## src/rtl/grc_pkg.sv

```systemverilog
// shared types and constants of the gpio register controller
package grc_pkg;

  localparam int MAX_PINS      = 64;
  localparam int OUT_W         = 54;
  localparam int DATA_W        = 32;
  localparam int WORD_W        = 6;
  localparam int MODE_W        = 3;
  localparam int PULL_W        = 2;
  localparam int FSEL_WORDS    = 6;
  localparam int PINS_PER_FSEL = 10;

  localparam logic OP_READ  = 1'b0;
  localparam logic OP_WRITE = 1'b1;

  localparam logic [WORD_W-1:0] W_FSEL_FIRST = 6'd0;
  localparam logic [WORD_W-1:0] W_FSEL_LAST  = 6'd5;
  localparam logic [WORD_W-1:0] W_SET0       = 6'd7;
  localparam logic [WORD_W-1:0] W_SET1       = 6'd8;
  localparam logic [WORD_W-1:0] W_CLR0       = 6'd10;
  localparam logic [WORD_W-1:0] W_CLR1       = 6'd11;
  localparam logic [WORD_W-1:0] W_LEV0       = 6'd13;
  localparam logic [WORD_W-1:0] W_LEV1       = 6'd14;
  localparam logic [WORD_W-1:0] W_PUD        = 6'd37;
  localparam logic [WORD_W-1:0] W_PUDCLK0    = 6'd38;
  localparam logic [WORD_W-1:0] W_PUDCLK1    = 6'd39;

  localparam logic [MODE_W-1:0] MODE_OUTPUT = 3'd1;
  localparam logic [PULL_W-1:0] PULL_DOWN   = 2'd1;
  localparam logic [PULL_W-1:0] PULL_UP     = 2'd2;

  typedef struct packed {
    logic              opcode;
    logic [WORD_W-1:0] word_index;
    logic [DATA_W-1:0] write_data;
    logic [OUT_W-1:0]  pin_levels;
  } item_t;

  typedef struct packed {
    logic [DATA_W-1:0] read_data;
    logic [OUT_W-1:0]  output_latch;
    logic [OUT_W-1:0]  output_enable;
    logic [OUT_W-1:0]  pull_up_mask;
    logic [OUT_W-1:0]  pull_down_mask;
  } result_t;

  typedef struct packed {
    logic  valid;
    item_t item;
  } stage_t;

endpackage

```

## src/rtl/grc_if.sv

```systemverilog
// valid/ready channel interfaces for bus accesses and results
interface grc_in_if
  import grc_pkg::*;
();
  logic              valid;
  logic              ready;
  logic              opcode;
  logic [WORD_W-1:0] word_index;
  logic [DATA_W-1:0] write_data;
  logic [OUT_W-1:0]  pin_levels;

  modport source (output valid, opcode, word_index, write_data, pin_levels, input ready);
  modport sink   (input valid, opcode, word_index, write_data, pin_levels, output ready);
endinterface

interface grc_out_if
  import grc_pkg::*;
();
  logic              valid;
  logic              ready;
  logic [DATA_W-1:0] read_data;
  logic [OUT_W-1:0]  output_latch;
  logic [OUT_W-1:0]  output_enable;
  logic [OUT_W-1:0]  pull_up_mask;
  logic [OUT_W-1:0]  pull_down_mask;

  modport source (output valid, read_data, output_latch, output_enable, pull_up_mask,
                  pull_down_mask, input ready);
  modport sink   (input valid, read_data, output_latch, output_enable, pull_up_mask,
                  pull_down_mask, output ready);
endinterface

```

## src/rtl/grc_in_stage.sv

```systemverilog
// input register holding one bus access ahead of the register bank
module grc_in_stage
  import grc_pkg::*;
(
  input  logic   clk,
  input  logic   rst_n,
  grc_in_if.sink in_chan,
  input  logic   advance,
  output stage_t stage
);

  logic  valid_r, valid_nxt;
  item_t item_r;
  logic  take;

  assign in_chan.ready = !valid_r || advance;
  assign take          = in_chan.valid && in_chan.ready;

  always_comb begin
    valid_nxt = valid_r;
    if (take) begin
      valid_nxt = 1'b1;
    end else if (advance) begin
      valid_nxt = 1'b0;
    end
  end

  always_ff @(posedge clk) begin
    if (!rst_n) begin
      valid_r <= 1'b0;
    end else begin
      valid_r <= valid_nxt;
    end
  end

  always_ff @(posedge clk) begin
    if (take) begin
      item_r.opcode     <= in_chan.opcode;
      item_r.word_index <= in_chan.word_index;
      item_r.write_data <= in_chan.write_data;
      item_r.pin_levels <= in_chan.pin_levels;
    end
  end

  assign stage.valid = valid_r;
  assign stage.item  = item_r;

endmodule

```

## src/rtl/grc_regfile.sv

```systemverilog
// gpio state registers, access decode and pin mask generation
module grc_regfile
  import grc_pkg::*;
#(
  parameter int NUM_PINS = 54
) (
  input  logic    clk,
  input  logic    rst_n,
  input  logic    upd_en,
  input  item_t   item,
  output result_t res
);

  localparam int FSEL_FULL_W = MAX_PINS * MODE_W;
  localparam int PULL_FULL_W = MAX_PINS * PULL_W;
  localparam logic [MAX_PINS-1:0] PIN_MASK = {MAX_PINS{1'b1}} >> (MAX_PINS - NUM_PINS);

  logic [NUM_PINS*MODE_W-1:0] fsel_r, fsel_nxt;
  logic [NUM_PINS-1:0]        bits_r, bits_nxt;
  logic [PULL_W-1:0]          pud_r, pud_nxt;
  logic [NUM_PINS*PULL_W-1:0] pst_r, pst_nxt;

  logic [FSEL_FULL_W-1:0] fsel_cur, fsel_new;
  logic [MAX_PINS-1:0]    bits_cur, bits_new;
  logic [PULL_FULL_W-1:0] pst_cur, pst_new;
  logic [MAX_PINS-1:0]    data_sh, data_dup, levels;
  logic [DATA_W-1:0]      rd;
  logic                   wr;

  assign fsel_cur = FSEL_FULL_W'(fsel_r);
  assign bits_cur = MAX_PINS'(bits_r);
  assign pst_cur  = PULL_FULL_W'(pst_r);
  assign levels   = MAX_PINS'(item.pin_levels) & PIN_MASK;
  assign wr       = (item.opcode == OP_WRITE);
  assign data_dup = {item.write_data, item.write_data};
  assign data_sh  = (item.word_index == W_SET0 || item.word_index == W_CLR0) ?
                    {32'b0, item.write_data} : {item.write_data, 32'b0};

  always_comb begin
    fsel_new = fsel_cur;
    bits_new = bits_cur;
    pud_nxt  = pud_r;
    pst_new  = pst_cur;
    rd       = '0;
    if (wr) begin
      case (item.word_index) inside
        [W_FSEL_FIRST:W_FSEL_LAST]: begin
          for (int w = 0; w < FSEL_WORDS; w++) begin
            for (int k = 0; k < PINS_PER_FSEL; k++) begin
              if (item.word_index == WORD_W'(w)) begin
                fsel_new[(w*PINS_PER_FSEL+k)*MODE_W +: MODE_W] =
                  item.write_data[k*MODE_W +: MODE_W];
              end
            end
          end
        end
        W_SET0, W_SET1: begin
          bits_new = bits_cur | data_sh;
        end
        W_CLR0, W_CLR1: begin
          bits_new = bits_cur & ~data_sh;
        end
        W_PUD: begin
          pud_nxt = item.write_data[PULL_W-1:0];
        end
        W_PUDCLK0, W_PUDCLK1: begin
          // pins 0..31 follow the first clock word, the rest the second
          for (int p = 0; p < MAX_PINS; p++) begin
            if (data_dup[p] && (item.word_index == ((p < DATA_W) ? W_PUDCLK0 : W_PUDCLK1))) begin
              pst_new[p*PULL_W +: PULL_W] = pud_r;
            end
          end
        end
        default: begin
        end
      endcase
    end else begin
      case (item.word_index) inside
        [W_FSEL_FIRST:W_FSEL_LAST]: begin
          for (int w = 0; w < FSEL_WORDS; w++) begin
            if (item.word_index == WORD_W'(w)) begin
              for (int k = 0; k < PINS_PER_FSEL; k++) begin
                rd[k*MODE_W +: MODE_W] = fsel_cur[(w*PINS_PER_FSEL+k)*MODE_W +: MODE_W];
              end
            end
          end
        end
        W_LEV0: rd = levels[DATA_W-1:0];
        W_LEV1: rd = levels[MAX_PINS-1:DATA_W];
        W_PUD:  rd = DATA_W'(pud_r);
        default: rd = '0;
      endcase
    end
  end

  assign fsel_nxt = fsel_new[NUM_PINS*MODE_W-1:0];
  assign bits_nxt = bits_new[NUM_PINS-1:0];
  assign pst_nxt  = pst_new[NUM_PINS*PULL_W-1:0];

  always_ff @(posedge clk) begin
    if (!rst_n) begin
      fsel_r <= '0;
      bits_r <= '0;
      pud_r  <= '0;
      pst_r  <= '0;
    end else if (upd_en) begin
      fsel_r <= fsel_nxt;
      bits_r <= bits_nxt;
      pud_r  <= pud_nxt;
      pst_r  <= pst_nxt;
    end
  end

  // masks reflect the state after this access, pins past the last one stay clear
  always_comb begin
    res.read_data      = rd;
    res.output_latch   = OUT_W'(bits_nxt);
    res.output_enable  = '0;
    res.pull_up_mask   = '0;
    res.pull_down_mask = '0;
    for (int i = 0; i < OUT_W; i++) begin
      if (i < NUM_PINS) begin
        res.output_enable[i]  = (fsel_new[i*MODE_W +: MODE_W] == MODE_OUTPUT);
        res.pull_up_mask[i]   = (pst_new[i*PULL_W +: PULL_W] == PULL_UP);
        res.pull_down_mask[i] = (pst_new[i*PULL_W +: PULL_W] == PULL_DOWN);
      end
    end
  end

endmodule

```

## src/rtl/grc_out_stage.sv

```systemverilog
// result register driving the output channel
module grc_out_stage
  import grc_pkg::*;
(
  input  logic      clk,
  input  logic      rst_n,
  input  logic      load,
  input  result_t   res,
  output logic      can_load,
  grc_out_if.source out_chan
);

  logic    valid_r, valid_nxt;
  result_t res_r;

  assign can_load = !valid_r || out_chan.ready;

  always_comb begin
    valid_nxt = valid_r;
    if (load) begin
      valid_nxt = 1'b1;
    end else if (out_chan.ready) begin
      valid_nxt = 1'b0;
    end
  end

  always_ff @(posedge clk) begin
    if (!rst_n) begin
      valid_r <= 1'b0;
    end else begin
      valid_r <= valid_nxt;
    end
  end

  always_ff @(posedge clk) begin
    if (load) begin
      res_r <= res;
    end
  end

  assign out_chan.valid          = valid_r;
  assign out_chan.read_data      = res_r.read_data;
  assign out_chan.output_latch   = res_r.output_latch;
  assign out_chan.output_enable  = res_r.output_enable;
  assign out_chan.pull_up_mask   = res_r.pull_up_mask;
  assign out_chan.pull_down_mask = res_r.pull_down_mask;

endmodule

```

## src/rtl/gpio_register_controller.sv

```systemverilog
// gpio register controller top level
// the result passes through the input register and then the result register before it is offered
// throughput: one access per cycle while the result register can take it; the register bank updates
// as an access moves to the result register
// an access can transfer into the input register while a result waits at the output
// reset (synchronous, active low) clears function selects, output latch, pull code and pull states
module gpio_register_controller
  import grc_pkg::*;
#(
  parameter int NUM_PINS = 54
) (
  input  logic      clk,
  input  logic      rst_n,
  grc_in_if.sink    in_chan,
  grc_out_if.source out_chan
);

  stage_t  stage;
  result_t res;
  logic    can_load;
  logic    advance;

  assign advance = stage.valid && can_load;

  grc_in_stage u_in_stage (
    .clk     (clk),
    .rst_n   (rst_n),
    .in_chan (in_chan),
    .advance (advance),
    .stage   (stage)
  );

  grc_regfile #(
    .NUM_PINS (NUM_PINS)
  ) u_regfile (
    .clk    (clk),
    .rst_n  (rst_n),
    .upd_en (advance),
    .item   (stage.item),
    .res    (res)
  );

  grc_out_stage u_out_stage (
    .clk      (clk),
    .rst_n    (rst_n),
    .load     (advance),
    .res      (res),
    .can_load (can_load),
    .out_chan (out_chan)
  );

endmodule

```

## src/flat_wrapper.sv

```systemverilog
// flat-port wrapper written by rule: the top's interface ports become plain ports
module gpio_register_controller_flat import grc_pkg::*;
#(
  parameter int NUM_PINS = 54
)
  (clk, rst_n, in_chan_valid, in_chan_opcode, in_chan_word_index, in_chan_write_data, in_chan_pin_levels, in_chan_ready, out_chan_valid, out_chan_read_data, out_chan_output_latch, out_chan_output_enable, out_chan_pull_up_mask, out_chan_pull_down_mask, out_chan_ready);
  grc_in_if in_chan_i ();
  grc_out_if out_chan_i ();
  input  logic clk;
  input  logic rst_n;
  input wire logic [$bits(in_chan_i.valid)-1:0] in_chan_valid;
  input wire logic [$bits(in_chan_i.opcode)-1:0] in_chan_opcode;
  input wire logic [$bits(in_chan_i.word_index)-1:0] in_chan_word_index;
  input wire logic [$bits(in_chan_i.write_data)-1:0] in_chan_write_data;
  input wire logic [$bits(in_chan_i.pin_levels)-1:0] in_chan_pin_levels;
  output wire logic [$bits(in_chan_i.ready)-1:0] in_chan_ready;
  output wire logic [$bits(out_chan_i.valid)-1:0] out_chan_valid;
  output wire logic [$bits(out_chan_i.read_data)-1:0] out_chan_read_data;
  output wire logic [$bits(out_chan_i.output_latch)-1:0] out_chan_output_latch;
  output wire logic [$bits(out_chan_i.output_enable)-1:0] out_chan_output_enable;
  output wire logic [$bits(out_chan_i.pull_up_mask)-1:0] out_chan_pull_up_mask;
  output wire logic [$bits(out_chan_i.pull_down_mask)-1:0] out_chan_pull_down_mask;
  input wire logic [$bits(out_chan_i.ready)-1:0] out_chan_ready;
  assign in_chan_i.valid = in_chan_valid;
  assign in_chan_i.opcode = in_chan_opcode;
  assign in_chan_i.word_index = in_chan_word_index;
  assign in_chan_i.write_data = in_chan_write_data;
  assign in_chan_i.pin_levels = in_chan_pin_levels;
  assign in_chan_ready = in_chan_i.ready;
  assign out_chan_valid = out_chan_i.valid;
  assign out_chan_read_data = out_chan_i.read_data;
  assign out_chan_output_latch = out_chan_i.output_latch;
  assign out_chan_output_enable = out_chan_i.output_enable;
  assign out_chan_pull_up_mask = out_chan_i.pull_up_mask;
  assign out_chan_pull_down_mask = out_chan_i.pull_down_mask;
  assign out_chan_i.ready = out_chan_ready;
  gpio_register_controller #(.NUM_PINS(NUM_PINS)) u_core (.clk(clk), .rst_n(rst_n), .in_chan(in_chan_i), .out_chan(out_chan_i));
endmodule
```

## config.mk

```make
export PLATFORM = sky130hd
export DESIGN_NAME = gpio_register_controller_flat
export DESIGN_NICKNAME = d
export VERILOG_FILES = /design/src/rtl/grc_pkg.sv /design/src/rtl/grc_if.sv /design/src/rtl/grc_in_stage.sv /design/src/rtl/grc_regfile.sv /design/src/rtl/grc_out_stage.sv /design/src/rtl/gpio_register_controller.sv /design/src/flat_wrapper.sv
export SDC_FILE = /design/constraint.sdc
export NUM_CORES = 1
export LEC_CHECK = 0
export BUFFER_PORTS_ARGS = -buffer_cell sky130_fd_sc_hd__buf_2
export CORE_ASPECT_RATIO = 1.1
export CORE_MARGIN = 3
export CORE_UTILIZATION = 25
export CTS_CLUSTER_SIZE = 12
export DETAILED_ROUTE_END_ITERATION = 16
export SYNTH_ARGS = -nofsm -noshare
export SYNTH_HDL_FRONTEND = slang
export SYNTH_SLANG_ARGS = --single-unit
export TNS_END_PERCENT = 100
```

## constraint.sdc

```tcl
create_clock -name clk -period 14.5 [get_ports clk]
set_input_delay 0.725 -clock clk [delete_from_list [all_inputs] [get_ports clk]]
set_output_delay 0.725 -clock clk [all_outputs]
set_load 0.05 [all_outputs]
```

==> qor.yml, run 1 <==
outcome:
  status: "completed"
cells_and_area:
  finish.net_count: 2948
  fin_util_pct: 29.99
  instances_no_fill: 4433
  syn_to_final_growth_pct: 18.42
  nFillCells: 11810
  antenna_cells: 0
  layout-drive-gt1-share_pct: 18.66
detailed_routing:
  route.vias.total: 21940
  via_per_inst: 4.950
  drt_iter0_markers: 2225
  first_pass_iters: 5
  final_antenna_net_count: 0
  drc_errors: 0
  avgRoutedWirePerCell_um: 22.73
  wirelength_um: 100800
placed_design:
  portBuffers: 346
  hpwl_um: 64060
  dp_cells: 4290
  place_ws_ns: 10.76
  routabilityCongestion: 0.7922
worst_setup_path:
  worst-path-max-fanout: 67
  start_kind: "register"
  arrival_ns: 4.31
  r2r_start: "u_core.u_in_stage.valid_r$_SDFFE_PN0P_"
  r2r-end: "u_core.u_regfile.bits_r[21]$_SDFFE_PN0P_"
  worst-setup-path-type: "register to register"
  crit_required_ns: 15.09
  end_kind: "register"
  r2r_slack_ns: 10.78
  ff2ff_path_depth: 5
floorplan:
  initial_utilization_pct: 25.33
  io_pins: 347
  die_area_mm2: 0.1207
  die_h_um: 364
  std_cell_rows: 130
  core_area_mm2: 0.1150
  die_w_um: 331.5
clock_tree:
  insertion_delay_ns: 0.68
  path_clk_slew_ns: 0.06
  hold_buffers: 0
  htreeDepth: 3
  cts_tree: "built"
  clockRootBuffer: "clkbuf_16"
  cts_inserted_buffers: 77
  post_cts_buffers: 0
  cts.sinks: 669
  cts_resized: 0
  cts.path.max_buffers: 3
hold_path:
  hold_depth: 1
  hold_path_end: "u_core.u_in_stage.stage[23]$_DFFE_PP_"
  holdCritStartpoint: "in_chan_pin_levels[23]"
  min_path_type: "input pin to register"
sta:
  fmax_mhz: 268.7
  setup_ws_ns: 10.78
  hold_viol: 0
  finClkSkew_ns: 0.04439
  tns_ns: 0
  slew_viol_final: 0
  maxSlewHeadroom_pct: 20.47
  rsz0062_at_grt: "false"
  setup_viol: 0
  period_needed_ns: 3.721
  period_share_pct: 25.66
  tightest_slew_ns: 1.193
synth:
  avgSynthCellArea_um2: 11.02
  synth_xor_area_share_pct: 0
  synth_compound_area_share_pct: 13.84
  yosys.cell_types.count: 47
  synth_warnings: 0
  synth_fa_ha_area_share_pct: 0
  syn-num-nets: 2739
  synth-simple-area-share_pct: 14.95
  yosys_most_used_dff: "edfxtp_1"
  syn_area_mm2: 0.02913
  synth-edff-count: 341
  synth.area.top_cells: "edfxtp_1 35%, dfxtp_1 23%, mux2i_1 8.4%"
  async_reset_ff_share_pct: 0
  yosysTopAreaCellShare_pct: 35.15
  synth-seq-cells: 669
  synth_top_cell_by_area: "edfxtp_1"
  muxShareOfSynthArea_pct: 9.665
  synth_top_family_by_area: "simple AND/OR/NAND/NOR gates"
  synth-seq-area-share_pct: 57.70
  postSynthCellCount: 2642
power:
  power.total_uw: 4224
  p_per_area_mw_per_mm2: 122.4
  ir_worst_vdd_uv: 74.22
  leakage_uw: 0.01287
global_route:
  grt_antenna_before_repair: 4
  grt_max_degree: 121
  grt_overflow_total: 0
  grt_pass1_wl_um: 146000
  grt_pass1_vias: 21850
  grtUsageTotal_pct: 16.18
job:
  cap_violations: 0
where the power goes:
part           internal (uW)  leakage [uW]  switching, uW
logic                   52.9       0.00563            177
clock network           1090       0.00122            832
registers               2030       0.00602           45.0
cell usage in the layout, fill, tap and decap left out, types with 13 or more instances in the layout:
master       n
o21ai_0    206
nand2_1    184
nand4_1     31
clkinv_2    13
o21ai_1     76
a22o_1      53
clkbuf_16   80
edfxtp_1   341
nor2b_1    125
dfxtp_1    325
buf_4       42
mux4_2      17
nor2_1      63
buf_2      345
nand2b_1   108
a21boi_1   202
mux2i_1    243
and3_1      38
clkbuf_1    20
nand3_1    247
a22oi_1     27
final cells by class:
class	instances	area, um2	area share [%]
clock inverters	36	296.5	0.8597
inverters	1	3.754	0.01088
well taps	1518	1899	5.506
clock buffers	107	2165	6.275
repair buffers	388	2053	5.953
multi-input cells	1714	11260	32.64
flip-flops and latches	669	16820	48.76
logic make-up (layout without fill, tap and decap cells):
logic type	count (synthesis)	after routing
compound gates	620	620
mux	260	260
flops	669	669
simple gates	834	834
buf+inv	259	532
how the worst max path moves through the flow:
stage          slack, ns                                                endpoint                                   start  cells after the start
2_1_floorplan       5.57  u_core.u_out_stage.out_chan.output_enable[0]$_DFFE_PP_                          out_chan_ready                      5
3_3_place_gp       10.77                 u_core.u_regfile.pst_r[17]$_SDFFE_PN0P_  u_core.u_in_stage.valid_r$_SDFFE_PN0P_                      5
3_5_place_dp       10.76                 u_core.u_regfile.pst_r[17]$_SDFFE_PN0P_  u_core.u_in_stage.valid_r$_SDFFE_PN0P_                      5
4_1_cts            10.68                 u_core.u_regfile.pst_r[17]$_SDFFE_PN0P_  u_core.u_in_stage.valid_r$_SDFFE_PN0P_                      5
5_1_grt            10.48                 u_core.u_regfile.pst_r[17]$_SDFFE_PN0P_  u_core.u_in_stage.valid_r$_SDFFE_PN0P_                      5
6_report           10.78                u_core.u_regfile.bits_r[21]$_SDFFE_PN0P_  u_core.u_in_stage.valid_r$_SDFFE_PN0P_                      5
sequential cells by signal, summed over array words and instances, names as in the netlist:
| register | flops |
|---|---|
| u_core.u_out_stage.out_chan.pull_down_mask | 54 |
| u_core.u_out_stage.out_chan.valid | 1 |
| u_core.u_regfile.pst_r | 108 |
| u_core.u_out_stage.out_chan.pull_up_mask | 54 |
| u_core.u_in_stage.stage | 93 |
| u_core.u_regfile.pud_r | 2 |
| u_core.u_regfile.bits_r | 54 |
| u_core.u_out_stage.out_chan.output_latch | 54 |
| u_core.u_out_stage.out_chan.read_data | 32 |
| u_core.u_in_stage.valid_r | 1 |
| u_core.u_regfile.fsel_r | 162 |
| u_core.u_out_stage.out_chan.output_enable | 54 |
metrics by stage:
step	hold WS, ns	cell area, um2
global placement	0.4555	32030
detailed placement	0.4622	32030
finish	0.2342	34490
global route	0.1813	34490
CTS	0.1564	34490
floorplan	0.4431	29130
layer usage:
layer	GRT usage, %	up-vias	routed length [um]
li1	-	10030	-
met1	20.36	10880	42200
met2	26.07	843	46980
met3	4.030	195	7200
met4	7.622	0	4403
met5	0	-	0
critical path, cell delays in order (launching register included):
cell and delay (ns):
dfxtp_4 0.93, and2_4 0.61, buf_4 0.83, buf_4 0.77
nand3_1 0.15, a21boi_1 0.19
synthesized netlist by cell type, types with 5 or more instances:
master     instances
o21ai_0          206
buf_1              9
mux2i_1          243
o2bb2ai_1          5
o21ai_1           76
a221o_1            8
a221oi_1          10
and2_1            12
buf_4             14
buf_2             58
nand2_1          186
nand3_1          249
and3_1            40
a21oi_1           11
dfxtp_1          328
a22o_1            53
clkbuf_1         174
a32oi_1            5
mux4_2            17
o221ai_1           5
a31oi_1            6
nor2b_1          125
a22oi_1           27
a21boi_1         202
nand4_1           31
edfxtp_1         341
nor2_1            63
nand2b_1         111
Note: power is estimated with default switching activity, not from simulation.
==> inputs of run 2 (changes only) <==
clock period = 3.7 ns   (was 14.5 ns; I/O delays follow)
==> run 2 against run 1 <==
Compared with the run above:
- clock power grew to 4.1 times the previous value
- global-route usage is 0.20 points higher
- core utilization is 1.3 points higher
- die area stayed put
- total power grew to 4.0 times the previous value
- worst setup slack worse by 10 ns
- critical endpoint is now u_core.u_out_stage.out_chan.read_data[13]$_SDFFCE_PP0P_
- largest power group unchanged
==> qor.yml, run 2 (synthesis gave the netlist of run 1 again) <==
outcome:
  status: "completed"  # unchanged
sta:
  slew_viol_final: 0  # unchanged
  period_share_pct: 84.61  # was 25.66%
  maxSlewHeadroom_pct: 37.18  # was 20.47%
  setup_viol: 0  # unchanged
  tns_ns: 0  # unchanged
  period_needed_ns: 3.131  # was 3.721 ns
  fmax_mhz: 319.4  # was 268.7 MHz
  tightest_slew_ns: 0.9390  # was 1.193 ns
  finClkSkew_ns: 0.04115  # was 0.04439 ns
  hold_viol: 0  # unchanged
  rsz0062_at_grt: "false"  # unchanged
global_route:
  grt_pass1_wl_um: 148600  # was 146000 um
  grtUsageTotal_pct: 16.37  # was 16.18%
  grt_antenna_before_repair: 1  # was 4
  grt_pass1_vias: 22250  # was 21850
  grt_max_degree: 109  # was 121
  grt_overflow_total: 0  # unchanged
clock_tree:
  cts_inserted_buffers: 77  # unchanged
  insertion_delay_ns: 0.67  # was 0.68 ns
  cts.sinks: 669  # unchanged
  post_cts_buffers: 0  # unchanged
  cts_tree: "built"  # unchanged
  cts_resized: 0  # unchanged
  htreeDepth: 3  # unchanged
  cts.path.max_buffers: 3  # unchanged
  clockRootBuffer: "clkbuf_16"  # unchanged
  path_clk_slew_ns: 0.06  # about the same
placed_design:
  placed_area_mm2: 0.03240  # was 0.03203 mm2
  routabilityCongestion: 0.7962  # was 0.7922
  dp_cells: 4322  # was 4290
  hpwl_um: 67910  # was 64060 um
  portBuffers: 346  # unchanged
cells_and_area:
  fin_util_pct: 31.25  # was 29.99%
  instances_no_fill: 4563  # was 4433
  final_common_cell: "buf_2"  # unchanged
  postLayoutCellArea_mm2: 0.03594  # was 0.03449 mm2
  nFillCells: 11620  # was 11810
  finish.net_count: 3076  # was 2948
  top_register: "u_core.u_regfile.fsel_r"  # unchanged
  final_cell_mix: "345 x buf_2, 341 x edfxtp_1, 325 x dfxtp_1"  # unchanged
  largest_register_ff_count: 162  # unchanged
  layout-drive-gt1-share_pct: 18.89  # was 18.66%
  syn_to_final_growth_pct: 23.39  # was 18.42%
floorplan:
  die_h_um: 364  # unchanged
  die_area_mm2: 0.1207  # unchanged
  io_pins: 347  # unchanged
  initial_utilization_pct: 25.33  # unchanged
  die_w_um: 331.5  # unchanged
  std_cell_rows: 130  # unchanged
  core_area_mm2: 0.1150  # unchanged
power:
  leakage_uw: 0.01351  # was 0.01287 uW
  p_per_area_mw_per_mm2: 471.8  # was 122.4 mW/mm2
  ir_worst_vdd_uv: 315.4  # was 74.22 uV
worst_setup_path:
  cp.buffers_inverters: 1  # was 2
  max_stage_delay_ns: 0.77  # was 0.93 ns
  cp_slowest_cell: "and3_1"  # was dfxtp_4
  worst-setup-path-type: "register to register"  # unchanged
  end_kind: "register"  # unchanged
  worst-path-max-fanout: 18  # was 67
  cp_cell_sequence: "nor4b_4 > buf_4 > and3_1 > a22oi_1 > o21ai_1"  # was and2_4 > buf_4 > buf_4 > nand3_1 > a21boi_1
  r2r_slack_ns: 0.57  # was 10.78 ns
  crit_required_ns: 4.22  # was 15.09 ns
  critical_path.top_delay_family: "simple AND/OR/NAND/NOR gates"  # was buffers and inverters
  arrival_ns: 3.65  # was 4.31 ns
  start_kind: "register"  # unchanged
detailed_routing:
  first_pass_iters: 5  # unchanged
  avgRoutedWirePerCell_um: 22.32  # was 22.73 um
  drc_errors: 0  # unchanged
  route.vias.total: 22490  # was 21940
  via_per_inst: 4.930  # was 4.950
  drt_iter0_markers: 2056  # was 2225
  final_antenna_net_count: 0  # unchanged
  wirelength_um: 101800  # was 100800 um
hold_path:
  min_path_type: "input pin to register"  # unchanged
job:
  cap_violations: 0  # unchanged
run 2: per-layer routing:
layer,GRT usage [%],routed length (um),vias up
met3,3.264,6358,140
li1,-,-,10290
met5,0,0,-
met4,5.734,2883,0
met1,20.86,43170,11290
met2,27.63,49430,774
run 2: timing repair:
item                                    CTS  global route
hold buffers                             96             0
endpoints found under the setup margin    0             0
hold endpoints to repair                 95             0
run 2: stage by stage:
| stage | setup WS, ns | total power [uW] | hold slack (ns) |
|---|---|---|---|
| floorplan | 0.3987 | 8806 | 0.2839 |
| global placement | 0.5973 | 9215 | 0.3632 |
| detailed placement | 0.5740 | 9214 | 0.3631 |
| CTS | 0.5336 | 17160 | 0.01402 |
| global route | 0.3834 | 17480 | 0.07756 |
| finish | 0.5695 | 16960 | 0.05499 |
run 2: where the power goes:
group	leakage (uW)	switching (uW)	internal, uW
Combinational	0.00623	716	292
Sequential	0.00602	180	7940
Clock	0.00126	3270	4550
Total	0.0135	4170	12800
run 2: worst paths after layout:
check / startpoint / end / cells after the start
worst max-delay path: u_core.u_in_stage.stage[88]$_DFFE_PP_ / u_core.u_out_stage.out_chan.read_data[13]$_SDFFCE_PP0P_ / 5
worst min-delay path: rst_n / u_core.u_regfile.fsel_r[119]$_SDFFE_PN0P_ / 2
worst max register to register: u_core.u_in_stage.stage[88]$_DFFE_PP_ / u_core.u_out_stage.out_chan.read_data[13]$_SDFFCE_PP0P_ / 5
worst min register to register: u_core.u_regfile.bits_r[19]$_SDFFE_PN0P_ / u_core.u_regfile.bits_r[19]$_SDFFE_PN0P_ / 2
run 2: area by class of cell:
| type | count | area, um2 | area share (%) |
|---|---|---|---|
| flip-flops and latches | 669 | 16810 | 46.77 |
| multi-input cells | 1714 | 11250 | 31.30 |
| repair buffers | 516 | 3405 | 9.473 |
| clock buffers | 114 | 2221 | 6.179 |
| well taps | 1518 | 1899 | 5.285 |
| clock inverters | 30 | 351.6 | 0.9782 |
| inverters | 1 | 3.754 | 0.01044 |
| diodes | 1 | 2.502 | 0.006963 |
